## src/rtl/adq_pkg.sv

```systemverilog
// Shared types, codes and sizes of the array deque unit.
// No dependencies; every other file of the unit but adq_ram imports this package.
`default_nettype none

package adq_pkg;

    localparam int ADQ_DEPTH = 16;
    localparam int ADQ_DW    = 32;

    localparam logic [1:0] OP_PUSH_REAR  = 2'd0;
    localparam logic [1:0] OP_PUSH_FRONT = 2'd1;
    localparam logic [1:0] OP_POP_FRONT  = 2'd2;
    localparam logic [1:0] OP_POP_REAR   = 2'd3;

    localparam logic [1:0] ST_OK      = 2'd0;
    localparam logic [1:0] ST_REFUSED = 2'd1;
    localparam logic [1:0] ST_EMPTY   = 2'd2;

    typedef struct packed {
        logic [1:0]               kind;
        logic signed [ADQ_DW-1:0] value;
    } t_req;

    typedef struct packed {
        logic signed [ADQ_DW-1:0] popped;
        logic [1:0]               status;
        logic                     is_empty;
        logic                     is_full;
    } t_rsp;

    typedef struct packed {
        logic take;
        logic fill;
    } t_dp_cmd;

    typedef struct packed {
        logic out_busy;
        logic rd_pop;
    } t_dp_sts;

endpackage

`default_nettype wire

```

## src/rtl/adq_if.sv

```systemverilog
// Valid/ready channel interfaces for the request and response beats.
// Depends on adq_pkg for the payload types.
`default_nettype none

interface adq_req_if;
    import adq_pkg::*;
    logic valid;
    logic ready;
    t_req data;
    modport source (output valid, output data, input ready);
    modport sink (input valid, input data, output ready);
endinterface

interface adq_rsp_if;
    import adq_pkg::*;
    logic valid;
    logic ready;
    t_rsp data;
    modport source (output valid, output data, input ready);
    modport sink (input valid, input data, output ready);
endinterface

`default_nettype wire

```

## src/rtl/adq_ram.sv

```systemverilog
// Generic single-write, single-read RAM with registered read data.
// No dependencies.
`default_nettype none

module adq_ram #(
    parameter int WIDTH = 32,
    parameter int DEPTH = 16
) (
    input  wire logic                     i_clk,
    input  wire logic                     i_we,
    input  wire logic [$clog2(DEPTH)-1:0] i_waddr,
    input  wire logic [WIDTH-1:0]         i_wdata,
    input  wire logic [$clog2(DEPTH)-1:0] i_raddr,
    output logic      [WIDTH-1:0]         o_rdata
);

    logic [WIDTH-1:0] r_mem [DEPTH];

    always_ff @(posedge i_clk) begin
        if (i_we) begin
            r_mem[i_waddr] <= i_wdata;
        end
        o_rdata <= r_mem[i_raddr];
    end

endmodule

`default_nettype wire

```

## src/rtl/adq_ctrl.sv

```systemverilog
// Controller of the array deque unit: accepts request beats and sequences
// the storage read of a pop. Depends on adq_pkg.
`default_nettype none

module adq_ctrl (
    input  wire logic             i_clk,
    input  wire logic             i_rst_n,
    input  wire logic             i_req_valid,
    output logic                  o_req_ready,
    input  wire adq_pkg::t_dp_sts i_sts,
    output adq_pkg::t_dp_cmd      o_cmd
);
    import adq_pkg::*;

    localparam logic S_IDLE = 1'b0;
    localparam logic S_READ = 1'b1;

    logic r_state;
    logic n_state;

    always_comb begin
        o_req_ready = (r_state == S_IDLE) && !i_sts.out_busy;
        o_cmd.take  = i_req_valid && o_req_ready;
        o_cmd.fill  = (r_state == S_READ);
        n_state     = r_state;
        case (r_state)
            S_IDLE: begin
                if (o_cmd.take && i_sts.rd_pop) begin
                    n_state = S_READ;
                end
            end
            S_READ: begin
                n_state = S_IDLE;
            end
            default: begin
                n_state = S_IDLE;
            end
        endcase
    end

    always_ff @(posedge i_clk) begin
        if (!i_rst_n) begin
            r_state <= S_IDLE;
        end else begin
            r_state <= n_state;
        end
    end

    a_no_take_in_read: assert property (@(posedge i_clk) disable iff (!i_rst_n)
        (r_state == S_READ) |-> !o_cmd.take)
        else $error("request taken during storage read");

    a_pop_reads: assert property (@(posedge i_clk) disable iff (!i_rst_n)
        (o_cmd.take && i_sts.rd_pop) |=> o_cmd.fill)
        else $error("pop not followed by fill");

    a_read_one_cycle: assert property (@(posedge i_clk) disable iff (!i_rst_n)
        o_cmd.fill |=> !o_cmd.fill)
        else $error("read state held longer than one cycle");

endmodule

`default_nettype wire

```

## src/rtl/adq_dp.sv

```systemverilog
// Datapath of the array deque unit: indices, storage RAM and the result
// register. Depends on adq_pkg and adq_ram.
`default_nettype none

module adq_dp #(
    parameter int DEPTH = adq_pkg::ADQ_DEPTH
) (
    input  wire logic             i_clk,
    input  wire logic             i_rst_n,
    input  wire adq_pkg::t_req    i_req_data,
    input  wire adq_pkg::t_dp_cmd i_cmd,
    output adq_pkg::t_dp_sts      o_sts,
    output logic                  o_rsp_valid,
    input  wire logic             i_rsp_ready,
    output adq_pkg::t_rsp         o_rsp_data
);
    import adq_pkg::*;

    localparam int AW = $clog2(DEPTH);
    localparam int CW = $clog2(DEPTH + 1);
    localparam logic [CW-1:0] C_DEPTH = CW'(DEPTH);
    localparam logic [CW-1:0] C_ONE   = CW'(1);

    // The rear index is held plus one (0 stands for minus one); the front index is held as it is.
    logic [CW-1:0]     r_front;
    logic [CW-1:0]     r_rear;
    logic [CW-1:0]     n_front;
    logic [CW-1:0]     n_rear;
    logic [CW-1:0]     w_front_dec;
    logic [CW-1:0]     w_rear_dec;
    logic              w_empty;
    logic              w_full;
    logic              w_we;
    logic [AW-1:0]     w_waddr;
    logic [AW-1:0]     w_raddr;
    logic [ADQ_DW-1:0] w_rdata;
    logic [1:0]        w_status;
    logic [ADQ_DW-1:0] w_popped;
    logic              r_out_vld;
    logic              n_out_vld;
    t_rsp              r_out;
    t_rsp              n_out;

    assign w_empty     = (r_front == r_rear);
    assign w_full      = (r_rear == C_DEPTH);
    assign w_front_dec = r_front - C_ONE;
    assign w_rear_dec  = r_rear - C_ONE;

    always_comb begin
        n_front        = r_front;
        n_rear         = r_rear;
        w_we           = 1'b0;
        w_waddr        = r_rear[AW-1:0];
        w_raddr        = r_front[AW-1:0];
        w_status       = ST_OK;
        w_popped       = '0;
        o_sts.rd_pop   = 1'b0;
        o_sts.out_busy = r_out_vld && !i_rsp_ready;
        case (i_req_data.kind)
            OP_PUSH_REAR: begin
                if (w_full) begin
                    w_status = ST_REFUSED;
                end else begin
                    w_we   = 1'b1;
                    n_rear = r_rear + C_ONE;
                end
            end
            OP_PUSH_FRONT: begin
                if (r_front == '0) begin
                    w_status = ST_REFUSED;
                end else begin
                    w_we    = 1'b1;
                    w_waddr = w_front_dec[AW-1:0];
                    n_front = w_front_dec;
                end
            end
            OP_POP_FRONT: begin
                if (w_empty) begin
                    w_status = ST_EMPTY;
                    w_popped = '1;
                end else begin
                    o_sts.rd_pop = 1'b1;
                    n_front      = r_front + C_ONE;
                end
            end
            OP_POP_REAR: begin
                if (w_empty) begin
                    w_status = ST_EMPTY;
                    w_popped = '1;
                end else begin
                    o_sts.rd_pop = 1'b1;
                    w_raddr      = w_rear_dec[AW-1:0];
                    n_rear       = w_rear_dec;
                end
            end
            default: begin
                w_status = ST_OK;
            end
        endcase
    end

    always_comb begin
        n_out     = r_out;
        n_out_vld = r_out_vld && !i_rsp_ready;
        if (i_cmd.fill) begin
            n_out.popped   = w_rdata;
            n_out.status   = ST_OK;
            n_out.is_empty = w_empty;
            n_out.is_full  = w_full;
            n_out_vld      = 1'b1;
        end else if (i_cmd.take && !o_sts.rd_pop) begin
            n_out.popped   = w_popped;
            n_out.status   = w_status;
            n_out.is_empty = (n_front == n_rear);
            n_out.is_full  = (n_rear == C_DEPTH);
            n_out_vld      = 1'b1;
        end
    end

    always_ff @(posedge i_clk) begin
        if (!i_rst_n) begin
            r_front   <= '0;
            r_rear    <= '0;
            r_out_vld <= 1'b0;
        end else begin
            r_out_vld <= n_out_vld;
            if (i_cmd.take) begin
                r_front <= n_front;
                r_rear  <= n_rear;
            end
        end
    end

    always_ff @(posedge i_clk) begin
        r_out <= n_out;
    end

    adq_ram #(
        .WIDTH (ADQ_DW),
        .DEPTH (DEPTH)
    ) u_ram (
        .i_clk   (i_clk),
        .i_we    (i_cmd.take && w_we),
        .i_waddr (w_waddr),
        .i_wdata (i_req_data.value),
        .i_raddr (w_raddr),
        .o_rdata (w_rdata)
    );

    assign o_rsp_valid = r_out_vld;
    assign o_rsp_data  = r_out;

    a_order: assert property (@(posedge i_clk) disable iff (!i_rst_n)
        r_front <= r_rear)
        else $error("front index passed rear index");

    a_bound: assert property (@(posedge i_clk) disable iff (!i_rst_n)
        r_rear <= C_DEPTH)
        else $error("rear index beyond storage");

    a_fill_free: assert property (@(posedge i_clk) disable iff (!i_rst_n)
        i_cmd.fill |-> !o_sts.out_busy)
        else $error("fill into occupied result register");

endmodule

`default_nettype wire

```

## src/rtl/array_double_ended_queue_unit.sv

```systemverilog
// Array deque unit: a linear, non-wrapping double-ended queue of DEPTH signed
// 32-bit entries. A successful pop reads the storage RAM, whose read port is
// registered, and fills the output register in a READ state, in which no
// request is taken. A result beat waits in that output register, and the next
// request is taken in the same cycle that the waiting result is taken. Storage
// needs no clearing after reset: the indices never let an unwritten entry be
// read. Depends on adq_pkg, adq_if, adq_ram, adq_ctrl and adq_dp.
`default_nettype none

module array_double_ended_queue_unit #(
    parameter int DEPTH = adq_pkg::ADQ_DEPTH
) (
    input  wire logic  i_clk,
    input  wire logic  i_rst_n,
    adq_req_if.sink    i_req,
    adq_rsp_if.source  o_rsp
);
    import adq_pkg::*;

    t_dp_cmd w_cmd;
    t_dp_sts w_sts;

    adq_ctrl u_ctrl (
        .i_clk       (i_clk),
        .i_rst_n     (i_rst_n),
        .i_req_valid (i_req.valid),
        .o_req_ready (i_req.ready),
        .i_sts       (w_sts),
        .o_cmd       (w_cmd)
    );

    adq_dp #(
        .DEPTH (DEPTH)
    ) u_dp (
        .i_clk       (i_clk),
        .i_rst_n     (i_rst_n),
        .i_req_data  (i_req.data),
        .i_cmd       (w_cmd),
        .o_sts       (w_sts),
        .o_rsp_valid (o_rsp.valid),
        .i_rsp_ready (o_rsp.ready),
        .o_rsp_data  (o_rsp.data)
    );

endmodule

`default_nettype wire
```

## src/flat_wrapper.sv

```systemverilog
// flat-port wrapper written by rule: the top's interface ports become plain ports
module array_double_ended_queue_unit_flat import adq_pkg::*;
#(
    parameter int DEPTH = adq_pkg::ADQ_DEPTH
)
  (i_clk, i_rst_n, i_req_valid, i_req_data, i_req_ready, o_rsp_valid, o_rsp_data, o_rsp_ready);
  adq_req_if i_req_i ();
  adq_rsp_if o_rsp_i ();
  input  wire logic i_clk;
  input  wire logic i_rst_n;
  input wire logic [$bits(i_req_i.valid)-1:0] i_req_valid;
  input wire logic [$bits(i_req_i.data)-1:0] i_req_data;
  output wire logic [$bits(i_req_i.ready)-1:0] i_req_ready;
  output wire logic [$bits(o_rsp_i.valid)-1:0] o_rsp_valid;
  output wire logic [$bits(o_rsp_i.data)-1:0] o_rsp_data;
  input wire logic [$bits(o_rsp_i.ready)-1:0] o_rsp_ready;
  assign i_req_i.valid = i_req_valid;
  assign i_req_i.data = i_req_data;
  assign i_req_ready = i_req_i.ready;
  assign o_rsp_valid = o_rsp_i.valid;
  assign o_rsp_data = o_rsp_i.data;
  assign o_rsp_i.ready = o_rsp_ready;
  array_double_ended_queue_unit #(.DEPTH(DEPTH)) u_core (.i_clk(i_clk), .i_rst_n(i_rst_n), .i_req(i_req_i), .o_rsp(o_rsp_i));
endmodule
```

## config.mk

```make
export PLATFORM = sky130hd
export DESIGN_NAME = array_double_ended_queue_unit_flat
export DESIGN_NICKNAME = d
export VERILOG_FILES = /design/src/rtl/adq_pkg.sv /design/src/rtl/adq_if.sv /design/src/rtl/adq_ram.sv /design/src/rtl/adq_ctrl.sv /design/src/rtl/adq_dp.sv /design/src/rtl/array_double_ended_queue_unit.sv /design/src/flat_wrapper.sv
export SDC_FILE = /design/constraint.sdc
export NUM_CORES = 1
export LEC_CHECK = 0
export ABC_AREA = 0
export BUFFER_PORTS_ARGS = -buffer_cell sky130_fd_sc_hd__buf_2
export CAP_MARGIN = 20
export CORE_MARGIN = 2
export CORE_UTILIZATION = 45
export DETAILED_ROUTE_END_ITERATION = 12
export MAX_ROUTING_LAYER = met4
export PLACE_DENSITY = 0.63
export REMOVE_ABC_BUFFERS = 1
export SLEW_MARGIN = 10
export SYNTH_ARGS = -nofsm -noshare
export SYNTH_HDL_FRONTEND = slang
export SYNTH_SLANG_ARGS = --single-unit
```

## constraint.sdc

```tcl
create_clock -name i_clk -period 5.2 [get_ports i_clk]
set_clock_uncertainty 0.2 [all_clocks]
set_input_delay 0 -clock i_clk [delete_from_list [all_inputs] [get_ports i_clk]]
set_output_delay 0 -clock i_clk [all_outputs]
set_load 0.02 [all_outputs]
```

==> key figures, run 1 <==
Outcome
  • Status: complete, no violations

Synthesis
  • Number of synthesized flops with an enable pin: 546
  • Count of cell types in the netlist: 54
  • Syn Area/Cell: 19.3 µm²
  • Synth Instances: 1,174
  • Ys flop type: edfxtp_1
  • Yosys warnings: 0
  • Post-Syn Area: 22,700 µm²
  • Register bit total from synthesis: 592
  • Sequential area share after synthesis: 76.2%
  • Async S/R FF share, synth: 0%

Flow run
  • Max_cap viols: 0

Route
  • Final wirelength: 50,300 µm
  • Routed WL per cell: 24.6 µm
  • Post-route ant nets: 0
  • Number of remaining DRC errors: 0
  • Routed vias: 11,400
  • Routed vias/inst: 5.61
  • First-pass DRT Iterations: 6
  • Iteration-0 DRC Markers: 1,138

Die
  • IO Count: 76
  • Initial core utilization: 45.5%
  • Die Ht: 229 µm
  • Rows: 82
  • Core area: 50,000 µm²
  • Area of the die: 52,300 µm²
  • DIE WIDTH: 229 µm

GRT
  • First-pass GRT wire length: 75,200 µm
  • Vias in the first global route: 11,800
  • Overflow after GRT: 0
  • GRT Util Overall: 20.0%
  • Maximum number of pins on one net before global-route repair: 55
  • Initial antenna violation count: 1

Final layout
  • Final Cell Area: 26,400 µm²
  • Multi-input gate area: 5180 µm²
  • Layout cell share with drive strength beyond 1: 25.6%
  • Nets: 1,362
  • Synthesis-to-layout area growth: 16.4%
  • Number of fill cells in the layout: 3,975
  • Register area: 17,300 µm²

Timing
  • Min Tclk post-route: 3950 ps
  • Fmax: 253 MHz
  • Setup WS post-layout: 1250 ps
  • Final Cycle Share: 75.9%
  • Final hold vios: 0
  • Slew headroom: 37.5%
  • Setup-failing EPs final: 0
  • RSZ-0062 raised after global routing: no
  • Count of pins over their slew limit: 0
  • Worst hold slack: 102 ps
  • Measured slew at the worst slew-check pin: 935 ps

Critical path
  • Slowest CP cell: nor2_4
  • Slowest cell delay on critical path: 720 ps
  • Crit Path Max Fanout: 21
  • Kind of critical path: flip-flop to flip-flop
  • Critical path, cell by cell: inv_1, ha_1, nor4b_1, nor2_1, nor2_1, a31oi_1, nand2_1, nor2_4, buf_4
  • Crit. End Element: flip-flop
  • CP dominant cell by count: nor2_1
  • CP arrival: 4050 ps
  • Crit start category: flip-flop
  • Critical Path RT: 5300 ps

CTS
  • Post-CTS Repair Setup Buffers: 0
  • CTS tree: done
  • Clock transition at path regs: 70 ps
  • Clock root cell: clkbuf_16
  • Htree depth: 2
  • Clk_lat worst skew: 620 ps
  • CTS Buffer Depth: 3
  • CTS buffer count: 58
  • CTS sink count: 592

Place
  • Final HPWL DP: 29,400 µm
  • Placer Congestion: 0.847
  • PortBufs: 75
  • Placed Area: 24,200 µm²
  • Setup slack after placement: 1220 ps

Power and ir drop
  • Pwr Density: 421 nW/µm²
  • LEAKAGE: 8.79 nW
  • Worst vdd ir: 0.299 mV

Hold path
  • Hold WC Path Type: input pin to flip-flop
[layout make-up]
cell class	instances	share of cell area [%]
Inverter	14	0.199
Sequential cell	592	65.5
Clock buffer	81	6.01
Multi-Input combinational cell	500	19.6
Timing Repair Buffer	150	4.39
Clock inverter	29	1.07
Antenna cell	1	0.00947
Tap cell	672	3.18
[per-layer routing]
| layer | global-route usage (%) | wire, µm | vias to the layer above |
|---|---|---|---|
| met5 | - | 0 | - |
| met4 | 5.66 | 1200 | 0 |
| met3 | 3.06 | 2670 | 86 |
| met2 | 32.1 | 25100 | 344 |
| met1 | 26.8 | 21200 | 5968 |
| li1 | - | - | 5033 |
[logic make-up after synthesis]
family / after synthesis / synth area share (%)
fa+ha+maj: 8 / 0.441
xor+xnor: 14 / 0.540
mux: 129 / 12.7
compound gates: 139 / 4.27
buf+inv: 82 / 1.81
simple gates: 210 / 3.95
flops: 592 / 76.2
[worst paths after layout]
kind,slack [ps],to,depth (start not counted),startpoint
setup / recovery,1250,u_core.u_dp.u_ram.r_mem[5][24],9,u_core.u_dp.r_front[0]
hold / removal,100,u_core.u_dp.r_rear[4],3,i_rst_n
setup reg to reg,1250,u_core.u_dp.u_ram.r_mem[5][24],9,u_core.u_dp.r_front[0]
hold reg to reg,260,u_core.u_dp.o_rsp_data[3],2,u_core.u_dp.o_rsp_data[3]
[stage by stage]
stage / instances / power, mW / setup TNS (ps) / util (%)
3_3_place_gp: 1885 / 7.11 / 0 / 48.2
5_1_grt: 2039 / 11.5 / 0 / 52.9
4_1_cts: 2038 / 11.3 / 0 / 52.9
3_5_place_dp: 1889 / 7.13 / 0 / 48.4
6_report: 2039 / 11.1 / 0 / 52.9
2_1_floorplan: 1106 / 6.86 / -285360 / -
[state kept, by name (all words and copies together) (netlist names)]
signal / cells
u_core.u_dp.o_rsp_data: 36
u_core.u_ctrl.r_state: 1
u_core.u_dp.o_rsp_valid: 1
u_core.u_dp.u_ram.o_rdata: 32
u_core.u_dp.r_front: 5
u_core.u_dp.r_rear: 5
u_core.u_dp.u_ram.r_mem: 512
[what timing repair did]
| action | in CTS | in global routing |
|---|---|---|
| hold endpoints to repair | 525 | 0 |
| hold buffers | 39 | 0 |
| gates resized for setup | 0 | 0 |
[cells in the mapped netlist, types with 3 or more instances]
master	number	area, µm²
nor2_1	41	154
mux4_2	128	2880
nand2b_1	4	25.0
clkbuf_1	27	101
nand3_1	9	45.0
buf_4	5	37.5
inv_1	14	52.6
nor3b_1	5	37.5
o211a_1	4	40.0
a21oi_1	18	90.1
buf_1	3	11.3
nor3_1	8	40.0
edfxtp_1	546	16400
buf_6	7	78.8
o21a_1	3	22.5
nand2_1	128	480
dfxtp_1	46	921
xnor2_1	9	78.8
a21boi_0	5	37.5
a22oi_1	64	480
xor2_1	5	43.8
o21ai_1	5	25.0
o21ai_0	16	80.1
a31oi_1	6	37.5
buf_2	25	125
ha_1	8	100
[report_power, final]
group / switching, mW / total (mW) / internal [mW]
combinational: 0.874 / 1.52 / 0.642
sequential: 0.0875 / 5.50 / 5.42
clock: 1.78 / 4.12 / 2.34
[worst max-delay path, delay by kind of cell, from the launching register on]
family                     cells  cell delay, ps
and+or+nand+nor                5            1760
DFF                            1             560
AOI/OAI and AO/OA              1             240
buffers and inverters          2             560
adders and majority gates      1             260
[placed cells by master, fill, tap and decap left out, types with 3 or more instances in the layout]
master and count:
edfxtp_1 546, mux4_2 128, nand2_1 127, buf_2 75
a22oi_1 64, clkbuf_16 58, dfxtp_1 45, dlygate4sd3_1 39
buf_4 26, nor2_1 25, a21oi_1 18, clkbuf_1 18
o21ai_0 16, nor2_4 16, inv_1 14, clkinv_1 12
buf_12 10, xnor2_1 9, nand3_1 9, nor3_1 8
ha_1 8, clkinv_2 6, xor2_1 5, a31oi_1 5
o21ai_4 5, nor3b_1 5, a21boi_0 5, clkbuf_8 5
o211a_1 4, bufinv_16 4, nand2b_1 3, o21a_1 3
Note: power is estimated with default switching activity, not from simulation.
==> run 2, diff against run 1 <==
--- a/config.mk
+++ b/config.mk
@@ -12,7 +12,7 @@
 export CORE_UTILIZATION = 45
 export DETAILED_ROUTE_END_ITERATION = 12
 export MAX_ROUTING_LAYER = met4
-export PLACE_DENSITY = 0.63
+export PLACE_DENSITY = 0.65
 export REMOVE_ABC_BUFFERS = 1
 export SLEW_MARGIN = 10
 export SYNTH_ARGS = -nofsm -noshare
==> constraint.sdc (replaced) <==
create_clock -name i_clk -period 3.36 [get_ports i_clk]
set_clock_uncertainty 0.2 [all_clocks]
set_input_delay 0 -clock i_clk [delete_from_list [all_inputs] [get_ports i_clk]]
set_output_delay 0 -clock i_clk [all_outputs]
set_load 0.02 [all_outputs]
==> key figures, run 2 (same netlist as run 1, synthesis figures left out) <==
CTS
  • Clock root cell: clkbuf_16
  • CTS buffer count: 59 (+1.7%)
  • Clk_lat worst skew: 610 ps (about the same)
  • CTS tree: done
  • CTS sink count: 592 (unchanged)
  • CTS Buffer Depth: 3 (unchanged)
  • Clock transition at path regs: 60 ps (about the same)
  • Htree depth: 2 (unchanged)

Critical path
  • Kind of critical path: flip-flop to flip-flop
  • CP arrival: 3510 ps (-540 ps)
  • R2R depth: 9 (unchanged)
  • Critical path, cell by cell: xnor2_1, nand4_2, or2_1, nand2_1, mux2_2, a21oi_1, nand2_1, dlygate4sd3_1, o211a_1
  • R2R Path End: u_core.u_dp.r_rear[4]
  • Crit. End Element: flip-flop
  • Origin of the critical flop-to-flop path: u_core.u_dp.r_rear[4]
  • CP dominant cell by count: nand2_1
  • Crit start category: flip-flop
  • Critical Path RT: 3660 ps (-1640 ps)
  • Slowest cell delay on critical path: 570 ps (-150 ps)
  • Slowest CP cell: dlygate4sd3_1
  • Crit Path Max Fanout: 9 (-57%)
  • Reg2reg setup slack: 150 ps (-1100 ps)

Outcome
  • Status: complete, no violations

Place
  • PortBufs: 75 (unchanged)
  • Final HPWL DP: 28,500 µm (-2.7%)
  • Placed Area: 24,700 µm² (+2.4%)
  • DP Cell Count: 1,915 (+1.4%)
  • Placer Congestion: 0.867 (+2.3%)
  • Setup slack after placement: 247 ps (-972 ps)

Route
  • Routed WL per cell: 24.4 µm (-1.1%)
  • Routed vias/inst: 5.63 (+0.39%)
  • Routed vias: 11,600 (+1.9%)
  • First-pass DRT Iterations: 5 (-1)
  • Post-route ant nets: 0 (unchanged)
  • Final wirelength: 50,500 µm (+0.40%)
  • Number of remaining DRC errors: 0 (unchanged)
  • Iteration-0 DRC Markers: 1,283 (+13%)

Final layout
  • Register area: 17,300 µm² (about the same)
  • Non-filler cells, final: 2,069 (+1.5%)
  • Nets: 1,390 (+2.1%)
  • Synthesis-to-layout area growth: 19.1%
  • Final Cell Area: 27,000 µm² (+2.4%)
  • Multi-input gate area: 5190 µm² (+0.12%)
  • Layout cell share with drive strength beyond 1: 28.0% (+2.3 points)
  • Largest Register: u_core.u_dp.u_ram.r_mem
  • Max reg flops: 512 (unchanged)
  • Fin util: 54.1% (+1.2 points)
  • Number of fill cells in the layout: 3,840 (-3.4%)
  • Commonest non-fill, non-tap cell in the layout: edfxtp_1
  • Most frequent cells in the layout: 546 x edfxtp_1, 128 x mux4_2, 127 x nand2_1

Timing
  • Min Tclk post-route: 3210 ps (-740 ps)
  • Count of pins over their slew limit: 0 (unchanged)
  • Final Cycle Share: 95.4% (+20 points)
  • Fmax: 312 MHz (+23%)
  • RSZ-0062 raised after global routing: no
  • Slew headroom: 41.7% (+4.2 points)
  • Measured slew at the worst slew-check pin: 871 ps (-64.0 ps)
  • Setup WS post-layout: 153 ps (-1100 ps)
  • Setup-failing EPs final: 0 (unchanged)
  • Final hold vios: 0 (unchanged)

Power and ir drop
  • Total Power: 17.3 mW (+55%)
  • Logic pwr share: 14.2% (+0.6 points)
  • Clock network power share: 36.8% (-0.2 points)
  • Worst vdd ir: 0.452 mV (+51%)
  • Internal power: 13.1 mW (+56%)
  • Pwr Density: 640 nW/µm² (+52%)
  • LEAKAGE: 9.04 nW (+2.8%)
  • Flop pwr share: 49.0% (-0.4 points)
  • Sw power: 4.19 mW (+53%)
  • Switching portion of total power: 24.2% (-0.38 points)

GRT
  • Vias in the first global route: 11,800 (+0.085%)
  • Overflow after GRT: 0 (unchanged)
  • First-pass GRT wire length: 76,500 µm (+1.8%)
  • GRT Util Overall: 20.3% (+0.28 points)
  • Initial antenna violation count: 2 (+1)
  • Maximum number of pins on one net before global-route repair: 37 (-33%)

Flow run
  • Max_cap viols: 0 (unchanged)

Hold path
  • Hold Path Depth: 3 (unchanged)
  • Hold Startpoint: i_rst_n
  • Hold WC Path Type: input pin to flip-flop
  • Hold EP: u_core.u_dp.r_rear[4]

Die
  • Die Ht: 229 µm (unchanged)
  • Area of the die: 52,300 µm² (unchanged)
  • Initial core utilization: 45.5% (unchanged)
  • Core area: 50,000 µm² (unchanged)
  • Rows: 82 (unchanged)
  • DIE WIDTH: 229 µm (unchanged)
  • IO Count: 76 (unchanged)
[run 2: metrics by stage]
step                TNS (ps)  hold slack (ps)
floorplan            -528600             -101
global placement           0              150
detailed placement         0              150
CTS                        0             44.4
global route               0             99.5
finish                     0             82.1
[run 2: layout make-up]
class,instances,share of cell area (%)
antenna,2,0.0185
clock buffer,88,6.30
clock inverter,24,0.722
inverter,14,0.194
multi-input combinational,500,19.2
sequential,592,64.0
tap,672,3.11
timing repair buffer,177,6.44
[run 2: routing by layer]
| layer | GRT usage (%) | part of all wire, % | up-vias |
|---|---|---|---|
| met5 | - | 0 | - |
| met4 | 5.54 | 2.1 | 0 |
| met3 | 2.76 | 5.6 | 62 |
| met2 | 31.2 | 48 | 375 |
| met1 | 28.7 | 44 | 6111 |
| li1 | - | - | 5096 |
[run 2: power groups by stage]
stage | clock [mW] | combinational (mW) | sequential, mW
floorplan | 0 | 1.87 | 8.73
global placement | 0 | 2.43 | 8.63
detailed placement | 0 | 2.44 | 8.63
CTS | 6.52 | 2.50 | 8.48
global route | 6.81 | 2.66 | 8.50
finish | 6.37 | 2.46 | 8.48
[run 2: worst max path at each step]
| stage | startpoint | to | slack (ps) | depth (start not counted) |
|---|---|---|---|---|
| final | u_core.u_dp.r_rear[4] | u_core.u_dp.r_rear[4] | 150 | 9 |
| after detailed placement | u_core.u_dp.r_front[1] | u_core.u_dp.u_ram.r_mem[2][17] | 250 | 10 |
| after CTS | u_core.u_dp.r_front[2] | u_core.u_dp.r_rear[4] | 140 | 9 |
| after global routing | u_core.u_dp.r_rear[4] | u_core.u_dp.r_rear[4] | 3 | 9 |
| after floorplan | i_req_data[32] | u_core.u_dp.u_ram.o_rdata[30] | -10770 | 5 |
| after global placement | u_core.u_dp.r_front[1] | u_core.u_dp.u_ram.r_mem[2][17] | 310 | 10 |
[run 2: what timing repair did]
action	CTS	global route
gates resized for setup	0	5
hold endpoints to repair	525	0
endpoints found under the setup margin	0	169
setup buffers	0	0
hold buffers	40	0
[run 2: worst max-delay path: cells and delay by family (launching register included)]
| kind | cells | cell delay, ps |
|---|---|---|
| flip-flops | 1 | 500 |
| buffers and inverters | 1 | 570 |
| AO/OA/AOI/OAI | 2 | 400 |
| XOR/XNOR | 1 | 180 |
| multiplexers | 1 | 320 |
| AND/OR/NAND/NOR | 4 | 930 |
